$ cat src/rtl/core/cvdc_pkg.sv
// Shared types and constants of the calibrated voltage to DAC code block.
package cvdc_pkg;

  localparam int unsigned MV_W       = 16;
  localparam int unsigned CODE_W     = 12;
  localparam int unsigned CODE_MAX   = (2 ** CODE_W) - 1;
  localparam int unsigned IDX_W      = 6;
  localparam int unsigned ENTRIES_W  = 7;
  localparam int unsigned DIV_W      = 2 * MV_W;
  localparam int unsigned CNT_W      = $clog2(DIV_W + 1);
  localparam int unsigned PROD_W     = MV_W + CODE_W;
  localparam int unsigned CFG_IDX_W  = 2;
  localparam int unsigned CFG_DATA_W = 16;

  localparam logic                 RST_COMP_EN    = 1'b1;
  localparam logic [ENTRIES_W-1:0] RST_ENTRIES    = 7'd33;
  localparam logic [MV_W-1:0]      RST_FULL_SCALE = 16'd60000;

  typedef enum logic [CFG_IDX_W-1:0] {
    CFG_COMP_EN       = 2'd0,
    CFG_TABLE_ENTRIES = 2'd1,
    CFG_FULL_SCALE    = 2'd2
  } cfg_reg_e;

  typedef enum logic {
    CMD_WRITE   = 1'b0,
    CMD_CONVERT = 1'b1
  } cmd_e;

  typedef enum logic [2:0] {
    ST_OK         = 3'd0,
    ST_CLAMP_LOW  = 3'd1,
    ST_CLAMP_HIGH = 3'd2,
    ST_NO_SEGMENT = 3'd3,
    ST_FLAT       = 3'd4
  } status_e;

  typedef enum logic [3:0] {
    S_IDLE,
    S_RD0,
    S_RDL,
    S_CLAMP,
    S_WALK,
    S_MUL,
    S_DIV,
    S_SP,
    S_SCALE,
    S_SAT,
    S_DONE
  } state_e;

  typedef struct packed {
    cmd_e             command;
    logic [IDX_W-1:0] entry_index;
    logic [MV_W-1:0]  entry_setpoint_mv;
    logic [MV_W-1:0]  entry_measured_mv;
    logic [MV_W-1:0]  target_mv;
  } in_item_t;

  typedef struct packed {
    logic [CODE_W-1:0] dac_code;
    status_e           status;
  } out_item_t;

  typedef struct packed {
    logic [MV_W-1:0] setpoint;
    logic [MV_W-1:0] measured;
  } entry_t;

endpackage

$ cat src/rtl/core/cvdc_ram.sv
// Generic single write port, single read port RAM with registered read data.
module cvdc_ram #(
  parameter int unsigned WIDTH = 32,
  parameter int unsigned DEPTH = 64
) (
  input  logic                     clk_i,
  input  logic                     we_i,
  input  logic [$clog2(DEPTH)-1:0] waddr_i,
  input  logic [WIDTH-1:0]         wdata_i,
  input  logic [$clog2(DEPTH)-1:0] raddr_i,
  output logic [WIDTH-1:0]         rdata_o
);

  logic [WIDTH-1:0] mem_q [DEPTH];

  always_ff @(posedge clk_i) begin
    if (we_i) begin
      mem_q[waddr_i] <= wdata_i;
    end
    rdata_o <= mem_q[raddr_i];
  end

endmodule

$ cat src/rtl/core/calibrated_voltage_to_dac_code.sv
// Top level: calibration table, segment walk, interpolation and code scaling.
//
//   channel  direction  handshake                fields
//   cfg      in         cfg_we_i                 cfg_index_i, cfg_wdata_i
//   in       in         in_valid_i / in_stall_o  in_item_i (in_item_t)
//   out      out        out_valid_o / out_stall_i out_item_o (out_item_t)
//
// A write item is one RAM write. A convert item with compensation off only
// scales (no scale division when the code saturates); with it on it first walks
// the n entries in use (one RAM read per entry) and interpolates. The divider
// makes one quotient bit per cycle: 32 bits to interpolate, 12 bits to scale.
// Reset restores config and control registers; table contents are not cleared.
// One result waits in the output register; the next convert holds in its
// last state until that register is free.
module calibrated_voltage_to_dac_code #(
  parameter int unsigned TABLE_DEPTH = 64
) (
  input  logic                                clk_i,
  input  logic                                rst_ni,
  input  logic                                cfg_we_i,
  input  logic [cvdc_pkg::CFG_IDX_W-1:0]      cfg_index_i,
  input  logic [cvdc_pkg::CFG_DATA_W-1:0]     cfg_wdata_i,
  input  logic                                in_valid_i,
  output logic                                in_stall_o,
  input  cvdc_pkg::in_item_t                  in_item_i,
  output logic                                out_valid_o,
  input  logic                                out_stall_i,
  output cvdc_pkg::out_item_t                 out_item_o
);

  localparam int unsigned AW = $clog2(TABLE_DEPTH);
  localparam int unsigned NW = $clog2(TABLE_DEPTH + 1);
  localparam int unsigned EW = $bits(cvdc_pkg::entry_t);
  localparam int unsigned MW = cvdc_pkg::MV_W;
  localparam int unsigned DW = cvdc_pkg::DIV_W;
  localparam int unsigned CW = cvdc_pkg::CODE_W;
  localparam int unsigned PW = cvdc_pkg::PROD_W;
  localparam int unsigned KW = cvdc_pkg::CNT_W;

  cvdc_pkg::state_e state_q, state_d;

  logic                           comp_en_q;
  logic [cvdc_pkg::ENTRIES_W-1:0] entries_q;
  logic [MW-1:0]                  full_scale_q;

  logic                 out_valid_q, out_valid_d;
  cvdc_pkg::out_item_t  out_item_q;

  logic [MW-1:0]        mv_q, mv_d;
  cvdc_pkg::status_e    status_q, status_d;
  logic [CW-1:0]        code_q, code_d;
  logic [NW-1:0]        n_q, n_d;
  logic [AW-1:0]        seg_q, seg_d;
  logic [MW-1:0]        prev_m_q, prev_m_d;
  logic [MW-1:0]        prev_s_q, prev_s_d;
  logic [MW-1:0]        dsp_q, dsp_d;
  logic                 neg_q, neg_d;
  logic [MW-1:0]        den_q, den_d;
  logic [MW-1:0]        r_q, r_d;
  logic [DW-1:0]        dvd_q, dvd_d;
  logic [KW-1:0]        cnt_q, cnt_d;
  logic                 div_scale_q, div_scale_d;
  logic [PW-1:0]        prod_q, prod_d;

  logic                 in_acc;
  logic                 is_convert;
  logic                 ram_we;
  logic [AW-1:0]        ram_waddr;
  logic [AW-1:0]        ram_raddr;
  logic [EW-1:0]        ram_rdata;
  cvdc_pkg::entry_t     wr_entry;
  cvdc_pkg::entry_t     cur;
  logic [NW-1:0]        n_clamp;
  logic                 walk_hit;
  logic                 walk_flat;
  logic                 walk_last;
  logic [MW:0]          div_shift;
  logic                 div_ge;
  logic [MW:0]          div_rem;
  logic [MW-1:0]        r_next;
  logic [DW-1:0]        dvd_next;
  logic                 sat;
  logic                 out_free;

  // Configuration registers
  always_ff @(posedge clk_i or negedge rst_ni) begin
    if (!rst_ni) begin
      comp_en_q    <= cvdc_pkg::RST_COMP_EN;
      entries_q    <= cvdc_pkg::RST_ENTRIES;
      full_scale_q <= cvdc_pkg::RST_FULL_SCALE;
    end else if (cfg_we_i) begin
      unique case (cvdc_pkg::cfg_reg_e'(cfg_index_i))
        cvdc_pkg::CFG_COMP_EN: begin
          comp_en_q <= cfg_wdata_i[0];
        end
        cvdc_pkg::CFG_TABLE_ENTRIES: begin
          entries_q <= cfg_wdata_i[cvdc_pkg::ENTRIES_W-1:0];
        end
        cvdc_pkg::CFG_FULL_SCALE: begin
          full_scale_q <= cfg_wdata_i[MW-1:0];
        end
        default: begin
        end
      endcase
    end
  end

  assign in_stall_o = (state_q != cvdc_pkg::S_IDLE);
  assign in_acc     = in_valid_i & ~in_stall_o;
  assign is_convert = (in_item_i.command == cvdc_pkg::CMD_CONVERT);

  assign ram_we    = in_acc & ~is_convert & (32'(in_item_i.entry_index) < TABLE_DEPTH);
  assign ram_waddr = AW'(in_item_i.entry_index);
  assign wr_entry  = '{setpoint: in_item_i.entry_setpoint_mv,
                       measured: in_item_i.entry_measured_mv};

  cvdc_ram #(
    .WIDTH (EW),
    .DEPTH (TABLE_DEPTH)
  ) u_table (
    .clk_i   (clk_i),
    .we_i    (ram_we),
    .waddr_i (ram_waddr),
    .wdata_i (wr_entry),
    .raddr_i (ram_raddr),
    .rdata_o (ram_rdata)
  );

  assign cur = cvdc_pkg::entry_t'(ram_rdata);

  always_comb begin
    if (entries_q < cvdc_pkg::ENTRIES_W'(2)) begin
      n_clamp = NW'(2);
    end else if (32'(entries_q) > TABLE_DEPTH) begin
      n_clamp = NW'(TABLE_DEPTH);
    end else begin
      n_clamp = NW'(entries_q);
    end
  end

  always_comb begin
    unique case (state_q)
      cvdc_pkg::S_RDL:   ram_raddr = AW'(n_q - NW'(1));
      cvdc_pkg::S_CLAMP: ram_raddr = AW'(1);
      cvdc_pkg::S_WALK:  ram_raddr = seg_q + AW'(2);
      default:           ram_raddr = '0;
    endcase
  end

  assign walk_hit  = (mv_q >= prev_m_q) && (mv_q <= cur.measured);
  assign walk_flat = (cur.measured == prev_m_q);
  assign walk_last = ((NW + 1)'(seg_q) + (NW + 1)'(2)) == (NW + 1)'(n_q);

  // Restoring divider step, one quotient bit per cycle
  assign div_shift = {r_q, dvd_q[DW-1]};
  assign div_ge    = div_shift >= {1'b0, den_q};
  assign div_rem   = div_ge ? (div_shift - {1'b0, den_q}) : div_shift;
  assign r_next    = div_rem[MW-1:0];
  assign dvd_next  = {dvd_q[DW-2:0], div_ge};

  assign sat      = prod_q >= {full_scale_q, {CW{1'b0}}};
  assign out_free = ~out_valid_q | ~out_stall_i;

  // Next state
  always_comb begin
    state_d = state_q;
    unique case (state_q)
      cvdc_pkg::S_IDLE: begin
        if (in_acc && is_convert) begin
          state_d = comp_en_q ? cvdc_pkg::S_RD0 : cvdc_pkg::S_SCALE;
        end
      end
      cvdc_pkg::S_RD0:   state_d = cvdc_pkg::S_RDL;
      cvdc_pkg::S_RDL:   state_d = cvdc_pkg::S_CLAMP;
      cvdc_pkg::S_CLAMP: state_d = cvdc_pkg::S_WALK;
      cvdc_pkg::S_WALK: begin
        if (walk_hit) begin
          state_d = walk_flat ? cvdc_pkg::S_SCALE : cvdc_pkg::S_MUL;
        end else if (walk_last) begin
          state_d = cvdc_pkg::S_DONE;
        end
      end
      cvdc_pkg::S_MUL: state_d = cvdc_pkg::S_DIV;
      cvdc_pkg::S_DIV: begin
        if (cnt_q == KW'(1)) begin
          state_d = div_scale_q ? cvdc_pkg::S_DONE : cvdc_pkg::S_SP;
        end
      end
      cvdc_pkg::S_SP:    state_d = cvdc_pkg::S_SCALE;
      cvdc_pkg::S_SCALE: state_d = cvdc_pkg::S_SAT;
      cvdc_pkg::S_SAT:   state_d = sat ? cvdc_pkg::S_DONE : cvdc_pkg::S_DIV;
      cvdc_pkg::S_DONE: begin
        if (out_free) begin
          state_d = cvdc_pkg::S_IDLE;
        end
      end
      default: state_d = cvdc_pkg::S_IDLE;
    endcase
  end

  // Datapath
  always_comb begin
    mv_d        = mv_q;
    status_d    = status_q;
    code_d      = code_q;
    n_d         = n_q;
    seg_d       = seg_q;
    prev_m_d    = prev_m_q;
    prev_s_d    = prev_s_q;
    dsp_d       = dsp_q;
    neg_d       = neg_q;
    den_d       = den_q;
    r_d         = r_q;
    dvd_d       = dvd_q;
    cnt_d       = cnt_q;
    div_scale_d = div_scale_q;
    prod_d      = prod_q;
    unique case (state_q)
      cvdc_pkg::S_IDLE: begin
        mv_d     = in_item_i.target_mv;
        status_d = cvdc_pkg::ST_OK;
        n_d      = n_clamp;
      end
      cvdc_pkg::S_RDL: begin
        prev_m_d = cur.measured;
        prev_s_d = cur.setpoint;
        seg_d    = '0;
        if (mv_q < cur.measured) begin
          mv_d     = cur.measured;
          status_d = cvdc_pkg::ST_CLAMP_LOW;
        end
      end
      cvdc_pkg::S_CLAMP: begin
        if (mv_q > cur.measured) begin
          mv_d     = cur.measured;
          status_d = cvdc_pkg::ST_CLAMP_HIGH;
        end
      end
      cvdc_pkg::S_WALK: begin
        if (walk_hit) begin
          if (walk_flat) begin
            mv_d     = prev_s_q;
            status_d = cvdc_pkg::ST_FLAT;
          end else begin
            mv_d  = mv_q - prev_m_q;
            neg_d = cur.setpoint < prev_s_q;
            dsp_d = (cur.setpoint < prev_s_q) ? (prev_s_q - cur.setpoint)
                                              : (cur.setpoint - prev_s_q);
            den_d = cur.measured - prev_m_q;
          end
        end else if (walk_last) begin
          code_d   = '0;
          status_d = cvdc_pkg::ST_NO_SEGMENT;
        end else begin
          prev_m_d = cur.measured;
          prev_s_d = cur.setpoint;
          seg_d    = seg_q + AW'(1);
        end
      end
      cvdc_pkg::S_MUL: begin
        dvd_d       = DW'(mv_q) * DW'(dsp_q);
        r_d         = '0;
        cnt_d       = KW'(DW);
        div_scale_d = 1'b0;
      end
      cvdc_pkg::S_DIV: begin
        r_d   = r_next;
        dvd_d = dvd_next;
        cnt_d = cnt_q - KW'(1);
        if ((cnt_q == KW'(1)) && div_scale_q) begin
          code_d = dvd_next[CW-1:0];
        end
      end
      cvdc_pkg::S_SP: begin
        mv_d = neg_q ? (prev_s_q - dvd_q[MW-1:0]) : (prev_s_q + dvd_q[MW-1:0]);
      end
      cvdc_pkg::S_SCALE: begin
        prod_d = PW'(mv_q) * PW'(cvdc_pkg::CODE_MAX);
      end
      cvdc_pkg::S_SAT: begin
        if (sat) begin
          code_d = CW'(cvdc_pkg::CODE_MAX);
          if (status_q == cvdc_pkg::ST_OK) begin
            status_d = cvdc_pkg::ST_CLAMP_HIGH;
          end
        end else begin
          // quotient fits CW bits, so the top bits already form the remainder
          r_d         = prod_q[PW-1:CW];
          dvd_d       = {prod_q[CW-1:0], {(DW - CW){1'b0}}};
          den_d       = full_scale_q;
          cnt_d       = KW'(CW);
          div_scale_d = 1'b1;
        end
      end
      default: begin
      end
    endcase
  end

  always_comb begin
    out_valid_d = out_valid_q;
    if ((state_q == cvdc_pkg::S_DONE) && out_free) begin
      out_valid_d = 1'b1;
    end else if (out_valid_q && !out_stall_i) begin
      out_valid_d = 1'b0;
    end
  end

  always_ff @(posedge clk_i or negedge rst_ni) begin
    if (!rst_ni) begin
      state_q     <= cvdc_pkg::S_IDLE;
      out_valid_q <= 1'b0;
    end else begin
      state_q     <= state_d;
      out_valid_q <= out_valid_d;
    end
  end

  always_ff @(posedge clk_i) begin
    mv_q        <= mv_d;
    status_q    <= status_d;
    code_q      <= code_d;
    n_q         <= n_d;
    seg_q       <= seg_d;
    prev_m_q    <= prev_m_d;
    prev_s_q    <= prev_s_d;
    dsp_q       <= dsp_d;
    neg_q       <= neg_d;
    den_q       <= den_d;
    r_q         <= r_d;
    dvd_q       <= dvd_d;
    cnt_q       <= cnt_d;
    div_scale_q <= div_scale_d;
    prod_q      <= prod_d;
    if ((state_q == cvdc_pkg::S_DONE) && out_free) begin
      out_item_q <= '{dac_code: code_q, status: status_q};
    end
  end

  assign out_valid_o = out_valid_q;
  assign out_item_o  = out_item_q;

  a_div_den_nonzero: assert property (@(posedge clk_i) disable iff (!rst_ni)
    (state_q == cvdc_pkg::S_DIV) |-> (den_q != '0))
    else $error("divider running with zero divisor");

  a_div_rem_bound: assert property (@(posedge clk_i) disable iff (!rst_ni)
    (state_q == cvdc_pkg::S_DIV) |-> (r_q < den_q))
    else $error("partial remainder not below divisor");

  a_walk_in_range: assert property (@(posedge clk_i) disable iff (!rst_ni)
    (state_q == cvdc_pkg::S_WALK)
      |-> (((NW + 1)'(seg_q) + (NW + 1)'(2)) <= (NW + 1)'(n_q)))
    else $error("segment walk beyond entries in use");

  a_write_single_cycle: assert property (@(posedge clk_i) disable iff (!rst_ni)
    (in_acc && !is_convert) |=> (state_q == cvdc_pkg::S_IDLE))
    else $error("write item did not return to idle");

  a_result_from_done: assert property (@(posedge clk_i) disable iff (!rst_ni)
    $rose(out_valid_q) |-> ($past(state_q) == cvdc_pkg::S_DONE))
    else $error("result raised outside done state");

endmodule

$ cat config.mk
export PLATFORM = sky130hd
export DESIGN_NAME = calibrated_voltage_to_dac_code
export DESIGN_NICKNAME = d
export VERILOG_FILES = /design/src/rtl/core/cvdc_pkg.sv /design/src/rtl/core/cvdc_ram.sv /design/src/rtl/core/calibrated_voltage_to_dac_code.sv
export SDC_FILE = /design/constraint.sdc
export NUM_CORES = 2
export LEC_CHECK = 0
export BUFFER_PORTS_ARGS = -buffer_cell sky130_fd_sc_hd__buf_2
export CORE_MARGIN = 1.5
export CORE_UTILIZATION = 40
export DETAILED_ROUTE_END_ITERATION = 16
export MAX_ROUTING_LAYER = met4
export PLACE_DENSITY = 0.63
export SYNTH_ARGS = -nofsm -noshare
export SYNTH_HDL_FRONTEND = slang
export SYNTH_HIERARCHICAL = 1
export SYNTH_SLANG_ARGS = --single-unit
$ cat constraint.sdc
create_clock -name clk_i -period 12.57 [get_ports clk_i]
set_clock_uncertainty 0.15 [all_clocks]
set_input_delay 0.6285 -clock clk_i [delete_from_list [all_inputs] [get_ports clk_i]]
set_output_delay 0.6285 -clock clk_i [all_outputs]
set_load 0.1 [all_outputs]
# [After elaboration in Yosys (flattened, before gate mapping)]
# Memory sizes are Yosys's and may differ from the RTL's. A register that Yosys moved wholly into a read port is not among the register bits.
# Index checks and enable logic that the tools add are counted.
[word_totals] reg_bits=236 mem_bits_rw=2048 output_inout_bits=17 word_cells=175 mem_count=1
[op_classes] n_addsub=12 mul=2 order_cmp=9 n_eq_ne=31 muxes=58 n_bitwise=8 reduce_logical=31
[memory_table] name="u_table.mem_q" depth=64 word_bits=32 read_ports=1 rd_ports_with_merged_regs=1 wr=1 line="cvdc_ram.sv:14" rtl="logic [WIDTH-1:0] mem_q [DEPTH];"
[op_table] operator="16-bit two-way mux" n=15
[op_table] operator="16-bit one-hot mux with 2 select lines" n=3
[op_table] operator="32-bit one-hot mux with 3 select lines" n=1
[op_table] operator="16-bit subtractor" n=6
[op_table] operator="16-bit one-hot mux with 5 select lines" n=1
[op_table] operator="12-bit two-way mux" n=4
[op_table] operator="16-bit one-hot mux with 3 select lines" n=1
[op_table] operator="4-bit one-hot mux with 11 select lines" n=1
[op_table] operator="4-bit two-way mux" n=9
[op_table] operator="12-bit one-hot mux with 3 select lines" n=1
[op_table] operator="6-bit one-hot mux with 3 select lines" n=2
[op_table] operator="16-bit < comparator" n=2
[op_table] operator="16-bit by 16-bit multiplier with 32-bit output" n=1
[op_table] operator="32-bit two-way mux" n=1
[op_table] operator="28-bit greater-or-equal comparator" n=1
[op_table] operator="16-bit by 12-bit multiplier with 28-bit output (second input constant)" n=1
[op_table] operator="2-bit inequality test (second input constant)" n=14
[op_table] operator="3-bit two-way mux" n=7
[op_table] operator="6-bit two-way mux" n=3
[op_table] operator="17-bit by 16-bit greater-or-equal comparator with 1-bit output" n=1
[op_table] operator="16-bit adder" n=1
[op_table] operator="16-bit equality test" n=1
[op_table] operator="4-bit by 3-bit equality test with 1-bit output (second input constant)" n=4
[op_table] operator="16-bit greater-or-equal comparator" n=1
[op_table] operator="39 further kinds" n=69

# [Longest topological paths before layout]
[logic_depth] ltp_word=6 ltp_mapped=25 mapped_depth_nobuf=24

# [Hierarchy]
# Netlist, hierarchy kept.
[by_module_without_submodules] mod="cvdc_ram" instances=1 cells_each=3324 area_per_inst_um2=78515.3 seq_area_each_um2=62139.6
[by_module_without_submodules] mod="calibrated_voltage_to_dac_code" instances=1 cells_each=2801 area_per_inst_um2=27196.1 seq_area_each_um2=6954.2

# [Worst setup path before layout]
# Ideal clock, no wire load.
[synth_timing] path_type="reg2reg" start="reg mv_q[5]" end="reg dvd_q[30] (data pin)" setup_time_ns=0.265 arrival_ns=6.332 required_ns=12.155 slack_ns=5.823 stages_incl_launch_ff=24 path_cell_list="edfxtp_1 > clkbuf_1 > nand2_1 > fa_1 > inv_1 > fa_1 > inv_1 > fa_1 > inv_1 > fa_1 > fa_1 > inv_1 > fa_1 > inv_1 > ha_1 > a21oi_1 > o21ai_1 > a221o_1 > o31a_1 > or4b_4 > a31oi_4 > o21ai_2 > xnor2_1 > o21ai_1"
[synth_via] elab_chain_len=2
[synth_lines] item="start: declaration" line="calibrated_voltage_to_dac_code.sv:49" rtl="logic [MW-1:0] mv_q, mv_d;"
[synth_lines] item="start signal: assignment" line="calibrated_voltage_to_dac_code.sv:320" rtl="mv_q <= mv_d;"
[synth_lines] item="16-bit by 16-bit multiplier with 32-bit output" line="calibrated_voltage_to_dac_code.sv:261" rtl="dvd_d = DW'(mv_q) * DW'(dsp_q);"
[synth_lines] item="32-bit one-hot mux with 3 select lines" line="calibrated_voltage_to_dac_code.sv:218" rtl="unique case (state_q)"
[synth_lines] item="named net dvd_d[30]" line="calibrated_voltage_to_dac_code.sv:60" rtl="logic [DW-1:0] dvd_q, dvd_d;"
[synth_lines] item="end signal: assignment" line="calibrated_voltage_to_dac_code.sv:331" rtl="dvd_q <= dvd_d;"
[synth_lines] item="end: declaration" line="calibrated_voltage_to_dac_code.sv:60"
# The timed path passes the listed nets, and every way through them passes these cells.
# A chain may end at the register's enable or synchronous reset.

# [Final worst setup path]
[layout_timing] start="reg mv_q[4]" end="reg dvd_q[31] (data pin)"
# The elaborated chain is that of the path after synthesis.

==> out/metrics.cfg <==
[drt]
wl_per_cell_um=27.5
drt.antenna.violating_nets=0
detailedRoute.firstIterationViolations=6841
routed_via_density=5.66
final_routed_drc_violation_total=0
drt_pass1_iterations=10
finalWirelength_mm=277
detailroute.via_count=57100

[cts]
clock_sink_count=2316
post_cts_buffers=0
cts_max_level=4
clk-insertion-delay-late_ns=0.90
cts_tree=built
clockBufferDepth=3
clk_root_buffer_cell=sky130_fd_sc_hd__clkbuf_16
clk_pin_slew_worst_paths_ns=0.07
post_cts_hold_buffer_count=23
cts_resized=0
cts_made_buffers=229

[cells_and_area]
finalInstanceArea_um2=119000
drive_above_1_share_pct=19.4
area_delta_synth_final_pct=12.6
final_core_utilization_pct=45.4
final_nets=7036

[logic_synthesis]
simple_gate_area_share_of_the_yosys_netlist_pct=4.16
yosys.area.top_type_share_pct=64.1
postSynth.topFlopCell=sky130_fd_sc_hd__edfxtp_1
asyncSetResetFlopFracSynth_pct=1.25
synth.avg_cell_area_um2=17.3
synth_common_cells=sky130_fd_sc_hd__edfxtp_1 (2255), sky130_fd_sc_hd__mux4_2 (544), sky130_fd_sc_hd__inv_1 (501)
yosys.area.top_type=sky130_fd_sc_hd__edfxtp_1
syn_inst=6125
most_frequent_cell_after_synthesis=sky130_fd_sc_hd__edfxtp_1
synthXorXnorAreaFrac_pct=1.21
compound_gate_portion_of_the_synthesized_area_pct=4.27
synth_warnings=6
synth_sequential_area_ratio_pct=65.4
muxShareOfSynthArea_pct=13.0
yosysUniqueCellTypes=87
postSynthNetCount=6794
synth.area.top_cells=sky130_fd_sc_hd__edfxtp_1 (64%), sky130_fd_sc_hd__mux4_2 (12%), sky130_fd_sc_hd__fa_1 (5.6%), sky130_fd_sc_hd__ha_1 (3.5%), sky130_fd_sc_hd__inv_1 (1.8%)
synth_fa_ha_area_share_pct=9.11
post_synth_instance_area_um2=106000
postSynthRegisterBits=2316
main_combinational_cell_family_by_area_after_synthesis=multiplexers
synth_edf_count=2255

[sta]
worst_slew_pin_slew_ns=1.40
achievable-frequency_ghz=0.136
timing_hold_violations_final=0
setup_repair_after_global_routing_missed_its_margin=no
finalCriticalPeriod_ns=7.36
portion_of_the_clock_cycle_consumed_by_the_worst_path_in_the_final_layout_pct=58.5
worst_slew_margin_rel_pct=6.47
maxSlewViolCount=0
finalSetupTns_ns=0
timing.hold.ws_ns=0.0871
setup_viol_count_final=0

[global_routing]
grt_pass1_vias=58000
global_route_wire_length_before_repair_mm=401
grt_max_degree=129
grt_usage_pct=21.4
grt_antenna_before_repair=23
gr-total-overflow=0

[placement]
globalplace.congestion=0.916
port_buffers=94
dpl-instance-area_um2=111000
dp.final_hpwl_mm=166

[die]
placement_rows=188
start_util_pct=40.3
floorplan.io_pins=95
die_w_um=517
die-height_um=517
area_of_the_placeable_core_um2=263000
die_area_um2=267000

[critical_path]
timing.critical_path.to_type=register
arrival_ns=7.73
worstPathCellList=nand2_1 -> fa_1 -> inv_1 -> fa_1 -> fa_1 -> fa_1 -> fa_1 -> inv_1 -> fa_1 -> inv_1 -> ha_1 -> a21oi_1 -> o21ai_1 -> a31o_1 -> a31o_2 -> a31oi_4 -> o31ai_2 -> a2111o_1 -> a31oi_1 -> xnor2_1 -> o21ai_1
worstReg2RegStart=mv_q[4]$_DFFE_PP_
largest_stage_delay_on_the_critical_path_ns=1.01
crit_path_frequent_cell=sky130_fd_sc_hd__fa_1
critPathLaunchType=register
timing.setup.critical_path_class=register to register
cp_slowest_cell=sky130_fd_sc_hd__edfxtp_1
critPathLaunch=mv_q[4]$_DFFE_PP_
required_ns=12.94
worstPathMaxFanout=21

[worst_hold_path]
hold_start=cfg_we_i
hp-class=input pin to register

[run_status]
run_status=complete, no violations

[flow_run]
maxCapViolCount=0

[metal layers]
layer  up-vias  global-route usage (%)  share of wire [%]
li1      24000                       -                  -
met1     30200                    29.2                 42
met2      2463                    33.2                 47
met3       390                    3.73                8.6
met4         0                    5.69                2.6
met5         -                       -                  0
[registers in the layout, indices dropped and copies added (netlist names), 7 cells and up]
register         cells
prev_s_q            16
code_q              12
entries_q            7
prev_m_q            16
mv_q                16
r_q                 16
dsp_q               16
full_scale_q        16
n_q                  7
out_item_o          15
u_table/mem_q     2048
prod_q              28
dvd_q               32
u_table/rdata_o     32
den_q               16
[cells in the final DEF, fill, tap and decap left out, types with 29 or more instances in the layout]
cell type and count:
sky130_fd_sc_hd__xnor2_1 85, sky130_fd_sc_hd__o21ai_0 129, sky130_fd_sc_hd__dfxtp_1 32, sky130_fd_sc_hd__ha_1 293
sky130_fd_sc_hd__inv_1 501, sky130_fd_sc_hd__o221ai_1 29, sky130_fd_sc_hd__edfxtp_1 2255, sky130_fd_sc_hd__buf_4 148
sky130_fd_sc_hd__xor2_1 61, sky130_fd_sc_hd__nor2b_1 52, sky130_fd_sc_hd__mux2i_1 115, sky130_fd_sc_hd__nor2_1 207
sky130_fd_sc_hd__buf_2 94, sky130_fd_sc_hd__nor3_1 40, sky130_fd_sc_hd__nand2_1 288, sky130_fd_sc_hd__a21o_1 58
sky130_fd_sc_hd__clkbuf_16 230, sky130_fd_sc_hd__and2_1 129, sky130_fd_sc_hd__mux4_2 544, sky130_fd_sc_hd__clkbuf_1 39
sky130_fd_sc_hd__nand3_1 29, sky130_fd_sc_hd__nor2_4 62, sky130_fd_sc_hd__a21oi_1 168, sky130_fd_sc_hd__clkinv_2 50
sky130_fd_sc_hd__o22ai_1 89, sky130_fd_sc_hd__fa_1 298, sky130_fd_sc_hd__clkinv_1 53
[cells by family after synthesis]
kind of cell,Yosys count
DFF,2316
and+or+nand+nor,931
buffers and inverters,764
AOI/OAI and AO/OA,690
muxes,687
adders and majority gates,591
xor gates and xnor gates,146
[stage by stage]
stage | instances | setup slack [ns]
global placement | 9628 | 5.34
floorplan | 6125 | 5.82
detailed placement | 9628 | 5.29
global route | 10100 | 4.86
CTS | 10100 | 5.23
finish | 10100 | 5.21
[path summary, 6_finish.rpt]
path / end / slack [ns] / cells past startpoint
max in group asynchronous: out_valid_o$_DFFE_PN0P_ / 11.50 / 2
worst max-delay path: dvd_q[31]$_DFFE_PP_ / 5.21 / 21
min in group asynchronous: entries_q[4]$_DFFE_PN0P_ / 0.26 / 2
worst max register to register: dvd_q[31]$_DFFE_PP_ / 5.21 / 21
worst min register to register: out_item_o[6]$_DFFE_PP_ / 0.27 / 0
worst min-delay path: comp_en_q$_DFFE_PN1P_ / 0.09 / 4
[final cells by class]
cell class                 instances  area [um^2]
inverter                         502         1880
antenna                            6         15.0
clock buffer                     271         5930
sequential                      2316        69100
clock inverter                   156         1650
timing repair buffer             273         1970
multi-input combinational       3045        34100
fill                           22400       143000
tap                             3515         4400
[worst max-delay path: cells and delay by family (launching register included)]
kind	cells	cell delay, ns
adder cells (fa/ha/maj)	7	3.50
AO/OA/AOI/OAI	9	1.89
flip-flops	1	1.01
AND/OR/NAND/NOR	1	0.19
XOR/XNOR	1	0.16
buffers and inverters	3	0.14
Power is left out: the tool's default activity adds up to more than one toggle a clock period on the data nets, which glitch-free logic cannot reach.
